$ cat config.mk
export PLATFORM = sky130hd
export DESIGN_NAME = ljc_sqrt
export DESIGN_NICKNAME = d
export VERILOG_FILES = /design/src/rtl/ljc_pkg.sv /design/src/rtl/ljc_sqrt.sv
export SDC_FILE = /design/constraint.sdc
export NUM_CORES = 2
export LEC_CHECK = 0
export ABC_CLOCK_PERIOD_IN_PS = 11500
export BUFFER_PORTS_ARGS = -buffer_cell sky130_fd_sc_hd__buf_4
export CAP_MARGIN = 25
export CELL_PAD_IN_SITES_DETAIL_PLACEMENT = 1
export CELL_PAD_IN_SITES_GLOBAL_PLACEMENT = 1
export CORE_MARGIN = 2
export CORE_UTILIZATION = 45
export CTS_BUF_LIST = sky130_fd_sc_hd__clkbuf_4
export DETAILED_ROUTE_END_ITERATION = 10
export PLACE_DENSITY_LB_ADDON = 0.1
export SETUP_SLACK_MARGIN = 0.2
export SYNTH_ARGS = -nofsm -noshare
export SYNTH_HDL_FRONTEND = slang
export SYNTH_MEMORY_MAX_BITS = 65536
export SYNTH_SLANG_ARGS = --single-unit
$ cat constraint.sdc
create_clock -name i_clk -period 11.5 [get_ports i_clk]
set_input_delay 1.725 -clock i_clk [delete_from_list [all_inputs] [get_ports i_clk]]
set_output_delay 1.725 -clock i_clk [all_outputs]
set_load 0.02 [all_outputs]
$ cat src/rtl/ljc_pkg.sv
// Shared types, constants and arithmetic helpers for the LJ/Coulomb pair force core.
// Holds the internal floating format (32-bit mantissa, signed exponent) and its ops.
// No dependencies.
package ljc_pkg;

    localparam int EXP_W    = 12;
    localparam int DIV_LAT  = 32;
    localparam int SQRT_LAT = 32;

    localparam logic [31:0] SCALE_RST = 32'd21762127;

    typedef enum logic {
        REG_SCALE  = 1'b0,
        REG_ENERGY = 1'b1
    } t_reg_idx;

    // value = (-1)^neg * m * 2^e, m has bit 31 set or is zero
    typedef struct packed {
        logic                    neg;
        logic [31:0]             m;
        logic signed [EXP_W-1:0] e;
    } t_pf;

    // unnormalized: (-1)^neg * mag * 2^e
    typedef struct packed {
        logic                    neg;
        logic [63:0]             mag;
        logic signed [EXP_W-1:0] e;
    } t_raw;

    localparam t_pf K_TWELFTH = '{neg: 1'b0, m: 32'hAAAA_AAAA, e: EXP_W'(-35)};
    localparam t_pf K_SIXTH   = '{neg: 1'b0, m: 32'hAAAA_AAAA, e: EXP_W'(-34)};

    function automatic t_raw f_sraw(input logic [63:0] v, input logic signed [EXP_W-1:0] e);
        t_raw r;
        r.neg = v[63];
        r.mag = v[63] ? (64'd0 - v) : v;
        r.e   = e;
        return r;
    endfunction

    // truncate to 32 significant bits
    function automatic t_pf f_norm(input t_raw a);
        t_pf         r;
        int          p;
        logic [63:0] sh;
        r = '0;
        p = 0;
        for (int i = 0; i < 64; i++) begin
            if (a.mag[i]) p = i;
        end
        if (a.mag != 64'd0) begin
            sh    = a.mag << (63 - p);
            r.neg = a.neg;
            r.m   = sh[63:32];
            r.e   = a.e + EXP_W'(p - 31);
        end
        return r;
    endfunction

    function automatic t_pf f_mul(input t_pf a, input t_pf b);
        t_pf                     r;
        logic [63:0]             pr;
        logic signed [EXP_W-1:0] es;
        r  = '0;
        pr = {32'd0, a.m} * {32'd0, b.m};
        es = a.e + b.e;
        if (a.m != 32'd0 && b.m != 32'd0) begin
            r.neg = a.neg ^ b.neg;
            if (pr[63]) begin
                r.m = pr[63:32];
                r.e = es + EXP_W'(32);
            end else begin
                r.m = pr[62:31];
                r.e = es + EXP_W'(31);
            end
        end
        return r;
    endfunction

    function automatic t_pf f_neg(input t_pf a);
        t_pf r;
        r = a;
        if (a.m != 32'd0) r.neg = ~a.neg;
        return r;
    endfunction

    // align and add; f_norm finishes the sum in the next stage
    function automatic t_raw f_add_pre(input t_pf a, input t_pf b);
        t_raw          r;
        t_pf           x;
        t_pf           y;
        logic [EXP_W:0] d;
        logic [63:0]   xm;
        logic [63:0]   ym;
        if (b.e > a.e || (b.e == a.e && b.m > a.m)) begin
            x = b;
            y = a;
        end else begin
            x = a;
            y = b;
        end
        d  = {x.e[EXP_W-1], x.e} - {y.e[EXP_W-1], y.e};
        xm = {1'b0, x.m, 31'd0};
        ym = (d > (EXP_W+1)'(62)) ? 64'd0 : ({1'b0, y.m, 31'd0} >> d);
        r.neg = x.neg;
        r.mag = (x.neg == y.neg) ? (xm + ym) : (xm - ym);
        r.e   = x.e - EXP_W'(31);
        if (a.m == 32'd0) begin
            r.neg = b.neg;
            r.mag = {1'b0, b.m, 31'd0};
            r.e   = b.e - EXP_W'(31);
        end else if (b.m == 32'd0) begin
            r.neg = a.neg;
            r.mag = {1'b0, a.m, 31'd0};
            r.e   = a.e - EXP_W'(31);
        end
        return r;
    endfunction

    // to Q32.16, truncated toward zero, saturated
    function automatic logic [47:0] f_to_q16(input t_pf a);
        logic signed [EXP_W:0] sh;
        logic [63:0]           mag;
        logic [47:0]           r;
        sh  = {a.e[EXP_W-1], a.e} + (EXP_W+1)'(16);
        mag = '0;
        if (a.m == 32'd0 || sh <= -(EXP_W+1)'(32)) begin
            r = '0;
        end else if (sh >= (EXP_W+1)'(16)) begin
            r = a.neg ? 48'h8000_0000_0000 : 48'h7FFF_FFFF_FFFF;
        end else begin
            if (sh < 0) mag = {32'd0, a.m} >> (-sh);
            else        mag = {32'd0, a.m} << sh;
            if (a.neg) mag = 64'd0 - mag;
            r = mag[47:0];
        end
        return r;
    endfunction

endpackage

$ cat src/rtl/ljc_sqrt.sv
// Pipelined square root of a positive value, one root bit per stage.
// Depends on ljc_pkg.
module ljc_sqrt
    import ljc_pkg::*;
(
    input  logic i_clk,
    input  logic i_rst_n,
    input  logic i_en,
    input  logic i_valid,
    input  t_pf  i_a,
    output logic o_valid,
    output t_pf  o_r
);

    typedef struct packed {
        logic [63:0]             n;
        logic [33:0]             rem;
        logic [31:0]             root;
        logic signed [EXP_W-1:0] e;
    } t_sst;

    function automatic t_sst f_step(input t_sst s);
        t_sst        r;
        logic [35:0] t;
        logic [35:0] tst;
        r   = s;
        t   = {s.rem, s.n[63:62]};
        tst = {2'b00, s.root, 2'b01};
        r.n = {s.n[61:0], 2'b00};
        if (t >= tst) begin
            r.rem  = 34'(t - tst);
            r.root = {s.root[30:0], 1'b1};
        end else begin
            r.rem  = t[33:0];
            r.root = {s.root[30:0], 1'b0};
        end
        return r;
    endfunction

    t_sst                  r_st [SQRT_LAT];
    t_sst                  n_st [SQRT_LAT];
    t_sst                  w_init;
    logic signed [EXP_W-1:0] w_eadj;
    logic [SQRT_LAT-1:0]   r_v;

    always_comb begin
        // make the exponent even, then halve it
        if (!i_a.e[0]) begin
            w_init.n = {i_a.m, 32'd0};
            w_eadj   = i_a.e - EXP_W'(32);
        end else begin
            w_init.n = {1'b0, i_a.m, 31'd0};
            w_eadj   = i_a.e - EXP_W'(31);
        end
        w_init.rem  = '0;
        w_init.root = '0;
        w_init.e    = w_eadj >>> 1;
        n_st[0]     = f_step(w_init);
        for (int k = 1; k < SQRT_LAT; k++) begin
            n_st[k] = f_step(r_st[k-1]);
        end
    end

    always_ff @(posedge i_clk) begin
        if (i_en) begin
            for (int k = 0; k < SQRT_LAT; k++) begin
                r_st[k] <= n_st[k];
            end
        end
    end

    always_ff @(posedge i_clk) begin
        if (!i_rst_n) begin
            r_v <= '0;
        end else if (i_en) begin
            r_v <= {r_v[SQRT_LAT-2:0], i_valid};
        end
    end

    assign o_r.neg = 1'b0;
    assign o_r.m   = r_st[SQRT_LAT-1].root;
    assign o_r.e   = r_st[SQRT_LAT-1].e;
    assign o_valid = r_v[SQRT_LAT-1];

    a_root_norm: assert property (@(posedge i_clk) disable iff (!i_rst_n)
        r_v[SQRT_LAT-1] |-> r_st[SQRT_LAT-1].root[31])
        else $error("square root result not normalized");

endmodule

==> flow_summary.ini <==
[power]
comb_power_share_pct = 21.1
powerDensity_mw_per_mm2 = 190.7
leakage_uw = 0.04502
clkPwrFrac_pct = 30.8
p_int_uw = 15590
irDropWorstVdd_uv = 86.29
seqPwrFrac_pct = 48.1
power_uw = 22220
p_sw_share_pct = 29.85
switching_power_uw = 6634

[clock_tree]
cts.sinks = 2157
cts_root_buf = clkbuf_4
htreeDepth = 6
postCtsSetupRepairBufs = 0
numCtsBuffers = 605
postCtsHoldBufs = 0
clkLatencyLatePin_ps = 1370
cts_tree = done
cts_buffer_depth = 4
post_cts_resized = 0
clk_pin_slew_worst_paths_ps = 60

[routing]
drt-initial-drc-count = 3258
ant_nets = 0
vias = 66460
wl_mm = 231.2
post-route-drc-count = 0
avgRoutedWirePerCell_um = 18.59
dr.pass1.iters = 5
viasPerCell = 5.345

[critical_path]
cp_slowest_cell = clkinv_1
criticalPathCategory = reg -> reg
cp_data_arrival_time_ps = 5730
cp.required_ps = 12430
max_stage_delay_ps = 640
crit_chain = inv_1, ha_1, fa_1, a21o_1, a21oi_1, o21ai_0, a2111o_1, and2_1, a31oi_2, buf_4, clkinv_1, nand2_1, o21ai_0
crit_end = r_st[1][887]$_DFFE_PP_
reg2regPathDepth = 13
cp-start-kind = flop
crit_top_cell = o21ai_0
rrSetupSlack_ps = 6700
timing.rr.start = r_st[1][745]$_DFFE_PP_
startpoint = r_st[1][745]$_DFFE_PP_
worstPathMaxFanout = 39
endpoint_kind = flop
r2r-end = r_st[1][887]$_DFFE_PP_

[yosys]
synth_top_area_cell = edfxtp_1
async_flop_share_pct = 0
syn-cell-area_mm2 = 0.1051
ys_ff_latch = 2157
yosysWarnings = 0
ys_seq_area_share_pct = 61.31
synth_edf_count = 2125
ys.flop_type = edfxtp_1
synth_area_leaders = edfxtp_1, ha_1, xor2_1
synth_cell_types = 106
netlist_instances = 8447
avgSynthCellArea_um2 = 12.45
yosysTopAreaCellShare_pct = 60.70

[global_route]
grt.overflow.total = 0
grt_usage_pct = 19.46
grt_start_max_net_pins = 195
grt_antenna_before_repair = 5
first_global_vias = 70580
grt_pass1_wl_mm = 372.4

[sta]
timing.final.crit_share_pct = 41.73
rsz0062_at_grt = no
fmax_ghz = 0.2084
hold_viol_final = 0
fin_ws_ps = 6701
report.final.slew_viol_count = 0
worstMarginPinSlew_ps = 1069
slew_headroom_pct = 28.76
finalSetupTns_ps = 0
fin_skew_ps = 170.5
fin_crit_ps = 4799
finalSetupViolCount = 0

[floorplan]
fp.coreArea_mm2 = 0.2325
die_h_um = 487.3
die-area_mm2 = 0.2375
design.portCount = 95
start_util_pct = 45.21
std_cell_rows = 177
die_w_um = 487.3

[place]
dp.cells = 11410
gp_congestion = 0.8485
placed_cell_area_mm2 = 0.1091
port_buffers = 92
dp_hpwl_mm = 165.5
post-place-ws_ps = 6452

[final_layout]
final_layout_size_suffix_gt1_share_pct = 13.19
nNetsFinal = 9572
syn_to_final_growth_pct = 10.88
layout_common_cells = edfxtp_1, clkbuf_4, inv_1
final_common_cell = edfxtp_1
stdcell_area_mm2 = 0.1166
final_cells = 12430

[worst_hold_path]
min_path_cells = 0
min_path_type = reg -> reg

[outcome]
outcome = finished clean

[run]
max_cap_viol_count = 0
worst max-delay path: cells and delay by family (launching register included):
family,cells,cell delay (ps)
simple gates,2,520
compound gates,6,1640
flops,1,470
buf+inv,3,1140
fa+ha+maj,2,650
through the flow:
step / util (%) / hold WS [ps]
final: 50.13 / 351.4
after global routing: 50.13 / 349.9
after CTS: 50.10 / 336.7
after detailed placement: 46.92 / 405.1
after global placement: 46.92 / 400.2
after floorplan: - / 400.3
sequential cells by signal (all words and copies together) (netlist names):
register	cells
r_v	32
r_st	2125
Yosys cell counts, types with 77 or more instances:
library cell / number
ha_1: 534
nor2_1: 513
nand3_1: 136
or3_1: 77
nor2b_1: 95
nand4_1: 78
inv_1: 683
a21oi_1: 495
xor2_1: 428
xnor2_1: 373
nor4_1: 113
nor3_1: 232
mux2_2: 108
nand2b_1: 88
edfxtp_1: 2125
o21ai_0: 480
clkbuf_1: 128
o21a_1: 90
a21o_1: 190
nand2_1: 589
cells by family after synthesis:
| family | after synthesis | share of synthesized area (%) |
|---|---|---|
| xor+xnor | 802 | 6.689 |
| mux | 151 | 1.571 |
| flops | 2157 | 61.31 |
| simple gates | 2196 | 10.34 |
| other cells | 1 | 0.003567 |
| buf+inv | 900 | 3.436 |
| compound gates | 1691 | 10.01 |
| fa+ha+maj | 549 | 6.641 |
metal layers:
metal  track usage (%)  part of all wire [%]  routed length (µm)  up-vias
met5                 0                 0.011                  26        -
met4             8.129                   3.4                7953        4
met3             3.614                   3.4                7973      525
met2             34.21                    51              117300     1015
met1             23.34                    42               97940    32460
li1                  -                     -                   -    32450
power groups by stage:
stage	Combinational [µW]	Clock (µW)	Sequential (µW)
CTS	4720	7180	10700
floorplan	3480	0	10500
finish	4700	6840	10700
global route	5280	7570	10800
global placement	4560	0	10800
detailed placement	4680	0	10900
how the worst min path moves through the flow:
stage	from	end	slack, ps
after floorplan	r_st[0][961]$_DFFE_PP_	r_st[0][1103]$_DFFE_PP_	400
after global placement	r_st[0][1684]$_DFFE_PP_	r_st[0][1824]$_DFFE_PP_	400
after detailed placement	r_st[0][120]$_DFFE_PP_	r_st[0][262]$_DFFE_PP_	410
after CTS	r_st[0][705]$_DFFE_PP_	r_st[0][845]$_DFFE_PP_	340
after global routing	r_st[0][705]$_DFFE_PP_	r_st[0][845]$_DFFE_PP_	350
final	r_st[0][1687]$_DFFE_PP_	r_st[0][1827]$_DFFE_PP_	350
cell type report:
class                   count  area (µm²)
repair buffers            133        1151
well taps                3043        3807
multi-input cells        5391       37150
diodes                     17       42.54
clock inverters           169        1096
flip-flops and latches   2157       64450
inverters                 686        2575
fillers                 24300      116000
clock buffers             838        6291
Note: power is estimated with default switching activity, not from simulation.
